[config.mk]
export PLATFORM = sky130hd
export DESIGN_NAME = generation_handle_readiness_table_unit
export DESIGN_NICKNAME = d
export VERILOG_FILES = /design/src/rtl/core/ghrt_pkg.sv /design/src/rtl/core/ghrt_ram.sv /design/src/rtl/core/generation_handle_readiness_table_unit.sv
export VERILOG_INCLUDE_DIRS = /design/src /design/src/rtl/core
export SDC_FILE = /design/constraint.sdc
export NUM_CORES = 2
export LEC_CHECK = 0
export ABC_CLOCK_PERIOD_IN_PS = 13200
export BUFFER_PORTS_ARGS = -buffer_cell sky130_fd_sc_hd__buf_2
export CAP_MARGIN = 10
export CORE_UTILIZATION = 40
export DETAILED_ROUTE_END_ITERATION = 8
export HOLD_SLACK_MARGIN = 0.05
export PLACE_DENSITY_LB_ADDON = 0.12
export SLEW_MARGIN = 20
export SYNTH_ARGS = -nofsm -noshare
export SYNTH_HDL_FRONTEND = slang
export SYNTH_SLANG_ARGS = --single-unit
[constraint.sdc]
create_clock -name clk -period 13.2 [get_ports clk]
set_input_delay 2.64 -clock clk [delete_from_list [all_inputs] [get_ports clk]]
set_output_delay 2.64 -clock clk [all_outputs]
set_load 0.01 [all_outputs]
[src/rtl/core/assert_macros.svh]
// Assertion macros shared by the RTL in this folder.
`ifndef ASSERT_MACROS_SVH
`define ASSERT_MACROS_SVH

// Property holds at every clock edge out of reset.
`define ASSERT_HOLDS(lbl, prop, msg) \
    lbl: assert property (@(posedge clk) disable iff (!rst_n) (prop)) else $error(msg);

// Condition implies a property in the following cycle.
`define ASSERT_NEXT(lbl, pre, post, msg) \
    lbl: assert property (@(posedge clk) disable iff (!rst_n) (pre) |=> (post)) else $error(msg);

`endif

[src/rtl/core/ghrt_pkg.sv]
// Types and constants for the generational handle table.
`timescale 1ns / 1ps

package ghrt_pkg;

    typedef enum logic [2:0] {
        CMD_WATCH  = 3'd0,
        CMD_ARM    = 3'd1,
        CMD_CANCEL = 3'd2,
        CMD_READY  = 3'd3,
        CMD_FAIL   = 3'd4
    } cmd_t;

    typedef enum logic [2:0] {
        ST_IDLE,
        ST_READ,
        ST_WGEN,
        ST_SCAN,
        ST_SNOTE
    } state_t;

    // failure sweep notifies at most this many entries
    localparam int NOTE_CNT_W = 5;
    localparam logic [NOTE_CNT_W-1:0] FAIL_NOTE_MAX = 5'd16;

    typedef struct packed {
        logic        ok;
        logic [3:0]  slot;
        logic [31:0] gen;
        logic [63:0] sock;
        logic [31:0] cb;
        logic        notify;
        logic        last;
        logic [4:0]  reg_cnt;
        logic [4:0]  arm_cnt;
        logic [31:0] note_cnt;
        logic        running;
    } res_t;

endpackage

[src/rtl/core/ghrt_ram.sv]
// Generic single-port-write, single-port-read RAM with registered read data.
`timescale 1ns / 1ps

module ghrt_ram #(
    parameter int WIDTH = 8,
    parameter int DEPTH = 16
) (
    input  logic                                       clk,
    input  logic                                       we,
    input  logic [((DEPTH > 1) ? $clog2(DEPTH) : 1)-1:0] waddr,
    input  logic [WIDTH-1:0]                           wdata,
    input  logic                                       re,
    input  logic [((DEPTH > 1) ? $clog2(DEPTH) : 1)-1:0] raddr,
    output logic [WIDTH-1:0]                           rdata
);

    logic [WIDTH-1:0] mem [DEPTH];
    logic [WIDTH-1:0] rdata_reg;

    always_ff @(posedge clk)
    begin
        if (we)
        begin
            mem[waddr] <= wdata;
        end
        if (re)
        begin
            rdata_reg <= mem[raddr];
        end
    end

    assign rdata = rdata_reg;

endmodule

[src/rtl/core/generation_handle_readiness_table_unit.sv]
// Generational handle table: watch, arm, cancel, ready and failure commands.
// Arm, cancel, ready and refused commands give their beat after the entry RAM read;
//   watch does a free-stack read, then an entry RAM read-modify-write.
// Failure sweeps slots in order, one beat per notified entry (at most FAIL_NOTE_MAX).
// One item at a time: a new command is taken only in idle, after the last beat loads.
// Reset is asynchronous: marks, counters and RAM valid bits clear at once, no sweep.
`timescale 1ns / 1ps
`include "assert_macros.svh"

module generation_handle_readiness_table_unit
    import ghrt_pkg::*;
#(
    parameter int CAPACITY = 16,
    parameter int GEN_BITS = 32
) (
    input  logic        clk,
    input  logic        rst_n,
    input  logic        cfg_we,
    input  logic        cfg_wdata,
    input  logic        cmd_valid,
    output logic        cmd_ready,
    input  logic [2:0]  command,
    input  logic [63:0] socket_id,
    input  logic [31:0] callback_tag,
    input  logic [3:0]  slot,
    input  logic [31:0] token_generation,
    output logic        res_valid,
    input  logic        res_ready,
    output logic        ok,
    output logic [3:0]  out_slot,
    output logic [31:0] out_generation,
    output logic [63:0] out_socket,
    output logic [31:0] out_callback,
    output logic        notify,
    output logic        last,
    output logic [4:0]  registered_count,
    output logic [4:0]  armed_count,
    output logic [31:0] notification_count,
    output logic        running
);

    localparam int AW = (CAPACITY > 1) ? $clog2(CAPACITY) : 1;
    localparam int CW = $clog2(CAPACITY + 1);
    localparam int EW = 64 + 32 + GEN_BITS;

    state_t state_reg, state_next;

    logic [2:0]  cmd_reg;
    logic [63:0] sock_reg;
    logic [31:0] tag_reg;
    logic [3:0]  slot_reg;
    logic [31:0] tgen_reg;

    logic                  enabled_reg;
    logic                  failed_reg, failed_next;
    logic [CAPACITY-1:0]   active_reg, active_next;
    logic [CAPACITY-1:0]   armed_reg, armed_next;
    logic [CAPACITY-1:0]   written_reg, written_next;
    logic [CAPACITY-1:0]   fvalid_reg, fvalid_next;
    logic [CW-1:0]         free_count_reg, free_count_next;
    logic [CW-1:0]         active_total_reg, active_total_next;
    logic [CW-1:0]         armed_total_reg, armed_total_next;
    logic [31:0]           notify_total_reg, notify_total_next;
    logic [CW-1:0]         idx_reg, idx_next;
    logic [NOTE_CNT_W-1:0] note_cnt_reg, note_cnt_next;
    logic [AW-1:0]         frd_idx_reg, frd_idx_next;
    res_t                  res_reg, res_fill;
    logic                  res_valid_reg;
    logic                  res_load;

    logic          ent_we, ent_re;
    logic [AW-1:0] ent_waddr, ent_raddr;
    logic [EW-1:0] ent_wdata, ent_rdata;
    logic          free_we, free_re;
    logic [AW-1:0] free_waddr, free_raddr;
    logic [AW-1:0] free_wdata, free_rdata;

    logic                accept;
    logic                is_running;
    logic                out_free;
    logic [AW-1:0]       e_idx;
    logic [GEN_BITS-1:0] e_gen, gen_inc, gen_new;
    logic [31:0]         e_cb;
    logic [63:0]         e_sock;
    logic                slot_in;
    logic                tok_ok;
    logic                watch_ok;
    logic [CW-1:0]       fc_dec;
    logic [AW-1:0]       free_top;
    logic                scan_done, scan_hit;

    ghrt_ram #(
        .WIDTH (EW),
        .DEPTH (CAPACITY)
    ) u_entry_ram (
        .clk   (clk),
        .we    (ent_we),
        .waddr (ent_waddr),
        .wdata (ent_wdata),
        .re    (ent_re),
        .raddr (ent_raddr),
        .rdata (ent_rdata)
    );

    ghrt_ram #(
        .WIDTH (AW),
        .DEPTH (CAPACITY)
    ) u_free_ram (
        .clk   (clk),
        .we    (free_we),
        .waddr (free_waddr),
        .wdata (free_wdata),
        .re    (free_re),
        .raddr (free_raddr),
        .rdata (free_rdata)
    );

    assign accept     = cmd_valid && cmd_ready;
    assign cmd_ready  = (state_reg == ST_IDLE);
    assign is_running = enabled_reg && !failed_reg;
    assign out_free   = !res_valid_reg || res_ready;

    assign e_idx    = idx_reg[AW-1:0];
    assign e_gen    = written_reg[e_idx] ? ent_rdata[GEN_BITS-1:0] : '0;
    assign e_cb     = ent_rdata[GEN_BITS +: 32];
    assign e_sock   = ent_rdata[GEN_BITS + 32 +: 64];
    assign gen_inc  = e_gen + GEN_BITS'(1);
    assign gen_new  = (gen_inc == '0) ? GEN_BITS'(1) : gen_inc;
    assign slot_in  = 32'(slot_reg) < 32'(CAPACITY);
    assign tok_ok   = slot_in && active_reg[e_idx] && (64'(e_gen) == 64'(tgen_reg));
    assign watch_ok = is_running && (free_count_reg != '0) && (tag_reg != '0)
                      && (sock_reg != '1);
    assign fc_dec   = free_count_reg - CW'(1);
    // unwritten free-stack entries hold their reset order
    assign free_top = fvalid_reg[frd_idx_reg] ? free_rdata
                      : AW'(CAPACITY - 1 - int'(frd_idx_reg));

    assign scan_done = (idx_reg == CW'(CAPACITY)) || (note_cnt_reg == FAIL_NOTE_MAX);
    assign scan_hit  = !scan_done && active_reg[e_idx] && armed_reg[e_idx];

    // next state
    always_comb
    begin
        state_next = state_reg;
        unique case (state_reg)
            ST_IDLE:
            begin
                if (accept)
                begin
                    state_next = ST_READ;
                end
            end
            ST_READ:
            begin
                unique case (cmd_reg)
                    CMD_WATCH:
                    begin
                        if (watch_ok)
                        begin
                            state_next = ST_WGEN;
                        end
                        else if (out_free)
                        begin
                            state_next = ST_IDLE;
                        end
                    end
                    CMD_FAIL:
                    begin
                        if (is_running)
                        begin
                            state_next = ST_SCAN;
                        end
                        else if (out_free)
                        begin
                            state_next = ST_IDLE;
                        end
                    end
                    default:
                    begin
                        if (out_free)
                        begin
                            state_next = ST_IDLE;
                        end
                    end
                endcase
            end
            ST_WGEN:
            begin
                if (out_free)
                begin
                    state_next = ST_IDLE;
                end
            end
            ST_SCAN:
            begin
                priority if (scan_done)
                begin
                    if (out_free)
                    begin
                        state_next = ST_IDLE;
                    end
                end
                else if (scan_hit)
                begin
                    state_next = ST_SNOTE;
                end
            end
            ST_SNOTE:
            begin
                if (out_free)
                begin
                    state_next = ST_SCAN;
                end
            end
            default:
            begin
                state_next = ST_IDLE;
            end
        endcase
    end

    // datapath and RAM control
    always_comb
    begin
        failed_next       = failed_reg;
        active_next       = active_reg;
        armed_next        = armed_reg;
        written_next      = written_reg;
        fvalid_next       = fvalid_reg;
        free_count_next   = free_count_reg;
        active_total_next = active_total_reg;
        armed_total_next  = armed_total_reg;
        notify_total_next = notify_total_reg;
        idx_next          = idx_reg;
        note_cnt_next     = note_cnt_reg;
        frd_idx_next      = frd_idx_reg;
        ent_we            = 1'b0;
        ent_waddr         = e_idx;
        ent_wdata         = {sock_reg, tag_reg, gen_new};
        ent_re            = 1'b0;
        ent_raddr         = e_idx;
        free_we           = 1'b0;
        free_waddr        = free_count_reg[AW-1:0];
        free_wdata        = e_idx;
        free_re           = 1'b0;
        free_raddr        = fc_dec[AW-1:0];
        res_load          = 1'b0;
        res_fill          = '0;
        res_fill.last     = 1'b1;

        unique case (state_reg)
            ST_IDLE:
            begin
                if (accept)
                begin
                    ent_re       = 1'b1;
                    ent_raddr    = AW'(slot);
                    free_re      = (free_count_reg != '0);
                    frd_idx_next = fc_dec[AW-1:0];
                    idx_next     = CW'(slot);
                end
            end
            ST_READ:
            begin
                unique case (cmd_reg)
                    CMD_WATCH:
                    begin
                        if (watch_ok)
                        begin
                            ent_re    = 1'b1;
                            ent_raddr = free_top;
                            idx_next  = CW'(free_top);
                        end
                        else
                        begin
                            res_load = out_free;
                        end
                    end
                    CMD_ARM:
                    begin
                        res_load    = out_free;
                        res_fill.ok = is_running && tok_ok;
                        if (out_free && is_running && tok_ok && !armed_reg[e_idx])
                        begin
                            armed_next[e_idx] = 1'b1;
                            armed_total_next  = armed_total_reg + CW'(1);
                        end
                    end
                    CMD_CANCEL:
                    begin
                        res_load    = out_free;
                        res_fill.ok = tok_ok;
                        if (out_free && tok_ok)
                        begin
                            if (armed_reg[e_idx])
                            begin
                                armed_total_next = armed_total_reg - CW'(1);
                            end
                            active_total_next  = active_total_reg - CW'(1);
                            active_next[e_idx] = 1'b0;
                            armed_next[e_idx]  = 1'b0;
                            if (free_count_reg < CW'(CAPACITY))
                            begin
                                free_we                     = 1'b1;
                                fvalid_next[free_waddr]     = 1'b1;
                                free_count_next             = free_count_reg + CW'(1);
                            end
                        end
                    end
                    CMD_READY:
                    begin
                        res_load = out_free;
                        if (out_free && is_running && tok_ok && armed_reg[e_idx])
                        begin
                            armed_next[e_idx] = 1'b0;
                            armed_total_next  = armed_total_reg - CW'(1);
                            notify_total_next = notify_total_reg + 32'd1;
                            res_fill.ok       = 1'b1;
                            res_fill.slot     = 4'(e_idx);
                            res_fill.gen      = 32'(e_gen);
                            res_fill.sock     = e_sock;
                            res_fill.cb       = e_cb;
                            res_fill.notify   = 1'b1;
                        end
                    end
                    CMD_FAIL:
                    begin
                        if (is_running)
                        begin
                            failed_next   = 1'b1;
                            idx_next      = '0;
                            note_cnt_next = '0;
                        end
                        else
                        begin
                            res_load = out_free;
                        end
                    end
                    default:
                    begin
                        res_load = out_free;
                    end
                endcase
            end
            ST_WGEN:
            begin
                if (out_free)
                begin
                    ent_we              = 1'b1;
                    written_next[e_idx] = 1'b1;
                    active_next[e_idx]  = 1'b1;
                    armed_next[e_idx]   = 1'b0;
                    free_count_next     = fc_dec;
                    active_total_next   = active_total_reg + CW'(1);
                    res_load            = 1'b1;
                    res_fill.ok         = 1'b1;
                    res_fill.slot       = 4'(e_idx);
                    res_fill.gen        = 32'(gen_new);
                end
            end
            ST_SCAN:
            begin
                priority if (scan_done)
                begin
                    res_load    = out_free;
                    res_fill.ok = 1'b1;
                end
                else if (scan_hit)
                begin
                    ent_re = 1'b1;
                end
                else
                begin
                    idx_next = idx_reg + CW'(1);
                end
            end
            ST_SNOTE:
            begin
                if (out_free)
                begin
                    armed_next[e_idx] = 1'b0;
                    armed_total_next  = armed_total_reg - CW'(1);
                    notify_total_next = notify_total_reg + 32'd1;
                    note_cnt_next     = note_cnt_reg + NOTE_CNT_W'(1);
                    idx_next          = idx_reg + CW'(1);
                    res_load          = 1'b1;
                    res_fill.ok       = 1'b1;
                    res_fill.slot     = 4'(e_idx);
                    res_fill.gen      = 32'(e_gen);
                    res_fill.sock     = e_sock;
                    res_fill.cb       = e_cb;
                    res_fill.notify   = 1'b1;
                    res_fill.last     = 1'b0;
                end
            end
            default:
            begin
                res_load = 1'b0;
            end
        endcase

        // counts reported after this beat's update
        res_fill.reg_cnt  = 5'(active_total_next);
        res_fill.arm_cnt  = 5'(armed_total_next);
        res_fill.note_cnt = notify_total_next;
        res_fill.running  = enabled_reg && !failed_next;
    end

    always_ff @(posedge clk or negedge rst_n)
    begin
        if (!rst_n)
        begin
            state_reg        <= ST_IDLE;
            enabled_reg      <= 1'b0;
            failed_reg       <= 1'b0;
            active_reg       <= '0;
            armed_reg        <= '0;
            written_reg      <= '0;
            fvalid_reg       <= '0;
            free_count_reg   <= CW'(CAPACITY);
            active_total_reg <= '0;
            armed_total_reg  <= '0;
            notify_total_reg <= '0;
            idx_reg          <= '0;
            note_cnt_reg     <= '0;
            frd_idx_reg      <= '0;
            res_valid_reg    <= 1'b0;
        end
        else
        begin
            state_reg        <= state_next;
            if (cfg_we)
            begin
                enabled_reg <= cfg_wdata;
            end
            failed_reg       <= failed_next;
            active_reg       <= active_next;
            armed_reg        <= armed_next;
            written_reg      <= written_next;
            fvalid_reg       <= fvalid_next;
            free_count_reg   <= free_count_next;
            active_total_reg <= active_total_next;
            armed_total_reg  <= armed_total_next;
            notify_total_reg <= notify_total_next;
            idx_reg          <= idx_next;
            note_cnt_reg     <= note_cnt_next;
            frd_idx_reg      <= frd_idx_next;
            if (res_load)
            begin
                res_valid_reg <= 1'b1;
            end
            else if (res_ready)
            begin
                res_valid_reg <= 1'b0;
            end
        end
    end

    always_ff @(posedge clk)
    begin
        if (accept)
        begin
            cmd_reg  <= command;
            sock_reg <= socket_id;
            tag_reg  <= callback_tag;
            slot_reg <= slot;
            tgen_reg <= token_generation;
        end
        if (res_load)
        begin
            res_reg <= res_fill;
        end
    end

    assign res_valid          = res_valid_reg;
    assign ok                 = res_reg.ok;
    assign out_slot           = res_reg.slot;
    assign out_generation     = res_reg.gen;
    assign out_socket         = res_reg.sock;
    assign out_callback       = res_reg.cb;
    assign notify             = res_reg.notify;
    assign last               = res_reg.last;
    assign registered_count   = res_reg.reg_cnt;
    assign armed_count        = res_reg.arm_cnt;
    assign notification_count = res_reg.note_cnt;
    assign running            = res_reg.running;

    `ASSERT_HOLDS(a_armed_le_active, armed_total_reg <= active_total_reg, "armed count above active count")
    `ASSERT_HOLDS(a_slot_balance, (32'(active_total_reg) + 32'(free_count_reg)) == 32'(CAPACITY), "active plus free slots mismatch")
    `ASSERT_HOLDS(a_active_pop, $countones(active_reg) == 32'(active_total_reg), "active count does not match marks")
    `ASSERT_HOLDS(a_armed_sub, (armed_reg & ~active_reg) == '0, "armed mark on inactive slot")
    `ASSERT_NEXT(a_accept_read, cmd_valid && cmd_ready, state_reg == ST_READ, "accepted beat did not start a lookup")

endmodule
Word level (Yosys, flattened, before mapping) --
Memories as Yosys holds them, arrays and structs flattened. A register that Yosys moved wholly into a read port is not among the register bits. Index checks and enable logic that the tools add are counted.
Storage, ports and cells: register bits 440, RAM bits 2112, input bits 141, word-level logic and storage cells 237, memories 2
Memories:
- u_entry_ram.mem | depth 16, width 128, rd ports 1, clocked after memory_dff 1, write ports 1, line ghrt_ram.sv:17 | logic [WIDTH-1:0] mem [DEPTH];
- u_free_ram.mem | depth 16, width 4, rd ports 1, clocked after memory_dff 1, write ports 1, line ghrt_ram.sv:17
Operators by class: add/sub/neg operators 11, $lt $le $gt $ge 6, equal/unequal tests 31, multiplexer cells 106, bitwise logic cells 7, reductions and logical operators 44
Operator list (count):
- one-hot mux 97 bit (2 select lines) | 1
- two-way mux 32 bit | 5
- two-way mux 135 bit | 1
- two-way mux 134 bit | 1
- two-way mux 133 bit | 1
- two-way mux 16 bit | 7
- one-hot mux 36 bit (3 select lines) | 1
- two-way mux 5 bit | 20
- adder 32 x 1 -> 32 bit (second input constant) | 2
- inequality test 64 bit (second input constant) | 1
- bitwise OR 16 bit | 4
- one-hot mux 16 bit (2 select lines) | 2
- one-hot mux 32 bit (2 select lines) | 1
- one-hot mux 5 bit (2 select lines) | 5
- one-hot mux 16 bit (3 select lines) | 1
- two-way mux 37 bit | 1
- AND 16 bit | 2
- == test 32 bit | 1
- logical NOT 32 bit | 1
- two-way mux 1 bit | 32
- nonzero test 32 bit | 1
- adder 5 x 1 -> 5 bit (second input constant) | 5
- two-way mux 3 bit | 7
- one-hot mux 5 bit (4 select lines) | 1
- other kinds (39) | 101

Logic depth before layout (Yosys ltp) --
depth in word-level cells 11, gate-level depth with buffers 22

By module --
A second synthesis with hierarchy kept.
Unflattened totals: cell total of the unflattened synthesis 5185, area total of the unflattened synthesis 103561.8 µm²
Modules (own cells, without submodules):
- ghrt_ram (u_entry_ram) | instances 1, cells each 3365, area each 80612.3 µm²
- generation_handle_readiness_table_unit | instances 1, cells each 1690, area each 20243.2 µm²
- ghrt_ram (u_free_ram) | instances 1, cells each 130, area each 2706.3 µm²

Least setup slack after synthesis --
OpenSTA, ideal clock, no wires.
kind input to register, start point input port res_ready, end point register res_reg, in the netlist armed_count[0], enable pin, setup time 0.822 ns, arrival 11.773 ns, data required time 12.378 ns, path slack 0.606 ns, stages on the path 3, path buffers 1, path through nor2b_1 > clkbuf_1 > a31oi_1
Between the ends: word-level cells in the longest chain between the ends 4, elaborated cells between the ends (all ways) 7, classes of those cells mux: 6; reduce/logical: 1
Ends and longest elaborated chain:
- from (decl) | line generation_handle_readiness_table_unit.sv:28 | input logic res_ready,
- logical OR 1 bit (*) | line generation_handle_readiness_table_unit.sv:121 | assign out_free = !res_valid_reg || res_ready;
- two-way mux 1 bit (on tied branches) | line generation_handle_readiness_table_unit.sv:328, generation_handle_readiness_table_unit.sv:268
- one-hot mux 1 bit (2 select lines) | line generation_handle_readiness_table_unit.sv:265 | unique case (cmd_reg)
- one-hot mux 1 bit (3 select lines) (*) | line generation_handle_readiness_table_unit.sv:251 | unique case (state_reg)
- named net res_load | line generation_handle_readiness_table_unit.sv:69 | logic res_load;
- to (signal assigned) | line generation_handle_readiness_table_unit.sv:471 | res_reg <= res_fill;
- to (decl) | line generation_handle_readiness_table_unit.sv:67 | res_t res_reg, res_fill;
The timed path passes the listed nets; every way through them passes the cells marked *. A chain may end at the register's enable or synchronous reset.

Final worst setup path --
start point register sock_reg[5], end point register u_entry_ram.rdata_reg[42] (netlist: u_entry_ram.rdata[42]), read port of u_entry_ram.mem (data pin)
Between the ends: word-level cells in the longest chain between the ends 5, elaborated cells between the ends (all ways) 8, classes of those cells eq/ne: 1; mux: 6; reduce/logical: 1
Ends and longest elaborated chain:
- from (decl) | line generation_handle_readiness_table_unit.sv:49 | logic [63:0] sock_reg;
- from (signal assigned) | line generation_handle_readiness_table_unit.sv:464 | sock_reg <= socket_id;
- inequality test 64 bit (*) | line generation_handle_readiness_table_unit.sv:132 | && (sock_reg != '1);
- logical AND 1 bit (*) | line generation_handle_readiness_table_unit.sv:132
- two-way mux 1 bit / two-way mux 4 bit (equally long branches) | line generation_handle_readiness_table_unit.sv:268 | if (watch_ok)
- two-way mux 1 bit / two-way mux 4 bit (equally long branches) | line generation_handle_readiness_table_unit.sv:265
- one-hot mux 1 bit (3 select lines) / one-hot mux 4 bit (2 select lines) (equally long branches) | line generation_handle_readiness_table_unit.sv:251
- to (decl) | line ghrt_ram.sv:18 | logic [WIDTH-1:0] rdata_reg;
Every way passes the cells marked *; elsewhere a longest branch is shown, timed or not.

==> flow_metrics.tcl <==
set metrics [dict create \
    start_util_pct 40.3 \
    final.min_clock_period_ps 7140 \
    met1_length_um 136000 \
    p_leak_uw 0.0415 \
    instances_no_fill 11600 \
    slew_headroom_pct 13.6 \
    ys.flop_type "edfxtp_1" \
    synth_compound_area_share_pct 8.50 \
    powerDensity_mw_per_mm2 224 \
    worst_pin_slew_ps 1300 \
    final_antenna_net_count 0 \
    critPathArrivalTime_ps 7840 \
    fmax_mhz 140 \
    synth_mux_area_share_pct 1.36 \
    yosys_warnings 0 \
    dr.pass1.iters 5 \
    clock_path_buffers 4 \
    synth_xor_area_share_pct 0.719 \
    synthAdderAreaFrac_pct 0.189 \
    maxSlewViolCount 0 \
    synth_fp_nets 7749 \
    hold_path_class "reg -> reg" \
    cts_tree "yes" \
    routedWlPerCell_um 26.1 \
    cts.clk_slew.worst_paths_ps 60 \
    crit_start "sock_reg[5]$_DFFE_PP_" \
    grt_antenna_before_repair 34 \
    met2_length_um 142000 \
    h-tree-depth 5 \
    async_flop_share_pct 4.88 \
    power_uw 27100 \
    drive_above_1_share_pct 11.9 \
    clock_sinks 2684 \
    gp_congestion 0.823 \
    gr-total-overflow 0 \
    min_from "active_total_reg[4]$_DFF_PN0_" \
    grt_pass1_vias 61100 \
    ys_types 85 \
    synth_edf_count 2553 \
    timing.rr.start "sock_reg[5]$_DFFE_PP_" \
    worstSetupPathType "reg -> reg" \
    synth_seq_cells 2684 \
    syn_area_per_cell_um2 14.0 \
    critPathCaptureType "flip-flop" \
    synth_top_family_by_area "simple AND/OR/NAND/NOR gates" \
    grt_max_degree 209 \
    hpwlAfterDp_um 155000 \
    cts_buffers 306 \
    vias_per_cell 5.51 \
    post_cts_buffers 0 \
    dieArea_mm2 0.267 \
    setup_tns_ps 0 \
    final_hold_viol_count 0 \
    pwr-share-comb_pct 28.0 \
    syn_area_mm2 0.106 \
    grt_use_total_pct 22.3 \
    wl_um 302000 \
    ir_worst_vdd_mv 0.270 \
    reg2reg_slack_ps 6060 \
    postCtsResizedCells 0 \
    vias 63900 \
    seq_area_mm2 0.0799 \
    status "finished clean" \
    rsz0062_at_grt "false" \
    synth-seq-area-share_pct 75.4 \
    rr_endpoint "u_entry_ram.rdata[42]$_DFFE_PP_" \
    holdWs_ps 460 \
    drc 0 \
    fin_crit_sh_pct 54.1 \
    multiInputGateArea_mm2 0.0242 \
    largest_reg_flops 2048 \
    dp_cells 11100 \
    p_clk_share_pct 29.6 \
    p_seq_share_pct 42.5 \
    top_layer_used "met5" \
    nFillCells 23400 \
    dr_wl_met3_um 17300 \
    syn_to_final_growth_pct 14.0 \
    synth_simple_gate_area_share_pct 11.8 \
    initialDrtViolationCount 6061 \
    rr_worst_depth 13 \
    crit_end "u_entry_ram.rdata[42]$_DFFE_PP_" \
    switching_share_pct 34.6 \
    intPower_uw 17700 \
    grt_pass1_wl_um 434000 \
    rows 188 \
    setup_viol 0 \
    critPathRequiredTime_ps 13900 \
    cts_hold_buf 0 \
    startpoint_type "flip-flop" \
    p_switching_uw 9370 \
    die_y_um 517 \
    ios 321 \
    portBuffers 320 \
    fin_nets 8016 \
    coreArea_mm2 0.263 \
    clock_skew_ps 52.1 \
    die_w_um 517 \
    syn_inst 7592 \
    critPathMaxFanout 72 \
    clk_latency_ps 920 \
    root_buffer "clkbuf_16" \
    cap_violations 0 \
]
[area by class of cell]
| class | instances | share of cell area [%] |
|---|---|---|
| multi-input cells | 4380 | 20.0 |
| diodes | 6 | 0.0124 |
| repair buffers | 449 | 2.38 |
| inverters | 38 | 0.124 |
| clock buffers | 366 | 6.64 |
| clock inverters | 151 | 1.04 |
| flip-flops and latches | 2684 | 66.1 |
| well taps | 3515 | 3.64 |
[routing by layer]
metal,GRT usage [%],vias up
met3,3.38,437
met5,0,-
met2,35.7,1970
met4,5.59,20
met1,31.8,32600
li1,-,28900
[cells in the mapped netlist (5+ instances only)]
master	number	area, um2
or3_1	5	31.3
edfxtp_1	2553	76700
nor2_1	173	649
o21ai_0	345	1730
and4_1	6	52.6
xnor2_1	63	552
nand3b_1	5	37.5
mux4_2	34	766
o31ai_1	9	67.6
inv_1	38	143
o221ai_1	119	1040
a22o_1	17	149
o22ai_1	40	250
xor2_1	24	210
mux2_2	6	67.6
nor4_1	24	150
a22oi_1	121	908
a31oi_1	265	1660
nor3_1	26	130
nor3b_1	6	45.0
nand4_1	52	325
or2_1	12	75.1
nand2_1	1742	6540
and3_1	18	113
o21ai_1	14	70.1
buf_1	39	146
nand2b_1	18	113
a211oi_1	291	2180
a21oi_1	81	405
and2_1	362	2260
nand3_1	278	1390
dfrtp_1	130	3250
mux2i_1	60	601
and2_0	6	37.5
buf_2	72	360
clkbuf_1	374	1400
nor2b_1	44	275
or2_2	24	150
ha_1	16	200
[worst min path at each step]
stage / depth (start not counted) / endpoint / slack (ps)
3_3_place_gp: 1 / fvalid_reg[2]$_DFFE_PN0P_ / 440
4_1_cts: 1 / written_reg[5]$_DFFE_PN0P_ / 470
6_report: 1 / active_total_reg[4]$_DFF_PN0_ / 460
2_1_floorplan: 1 / fvalid_reg[10]$_DFFE_PN0P_ / 430
3_5_place_dp: 1 / fvalid_reg[10]$_DFFE_PN0P_ / 450
5_1_grt: 1 / active_total_reg[4]$_DFF_PN0_ / 480
[kinds of logic (layout without fill, tap and decap cells)]
logic type	Yosys count	count (layout)
adders and majority gates	16	16
other	0	6
DFF	2684	2684
xor gates and xnor gates	87	87
muxes	101	101
AOI/OAI and AO/OA	1361	1361
and+or+nand+nor	2815	2815
buffers and inverters	528	1004
[critical path, cell delays in order (launching register included)]
cell	delay (ps)
edfxtp_1	770
nand4_1	420
nor4_1	1020
nand4_1	750
nand4_1	550
o21a_1	380
a221o_4	770
buf_4	740
buf_4	690
and2_1	220
a211oi_1	60
a31oi_1	210
a22oi_1	110
o221ai_1	140
[placed cells by master, fill, tap and decap left out, drive strengths merged, types with 44 or more instances in the layout]
cell type,count
a22oi,121
and2,368
a211oi,292
a21oi,81
nand4,52
buf,449
dfrtp,130
a31oi,265
mux2i,60
nor2b,44
nand2,1743
nand3,278
o21ai,361
xnor2,63
o221ai,119
edfxtp,2553
nor2,174
clkinv,119
clkbuf,366
[power by group through the flow]
stage | clock network [uW] | logic (uW) | registers (uW)
6_report | 8000 | 7570 | 11500
5_1_grt | 8470 | 8360 | 11600
4_1_cts | 8160 | 7670 | 11500
3_5_place_dp | 0 | 7660 | 11700
3_3_place_gp | 0 | 7580 | 11700
2_1_floorplan | 0 | 5030 | 11400
[stage by stage]
step,setup slack [ps],util [%],area [um2]
6_report,6060,46.0,121000
5_1_grt,5860,46.0,121000
4_1_cts,6010,46.0,121000
3_5_place_dp,5510,42.4,112000
3_3_place_gp,5610,42.4,112000
2_1_floorplan,606,-,106000
Power figures use the tool's default switching activity.
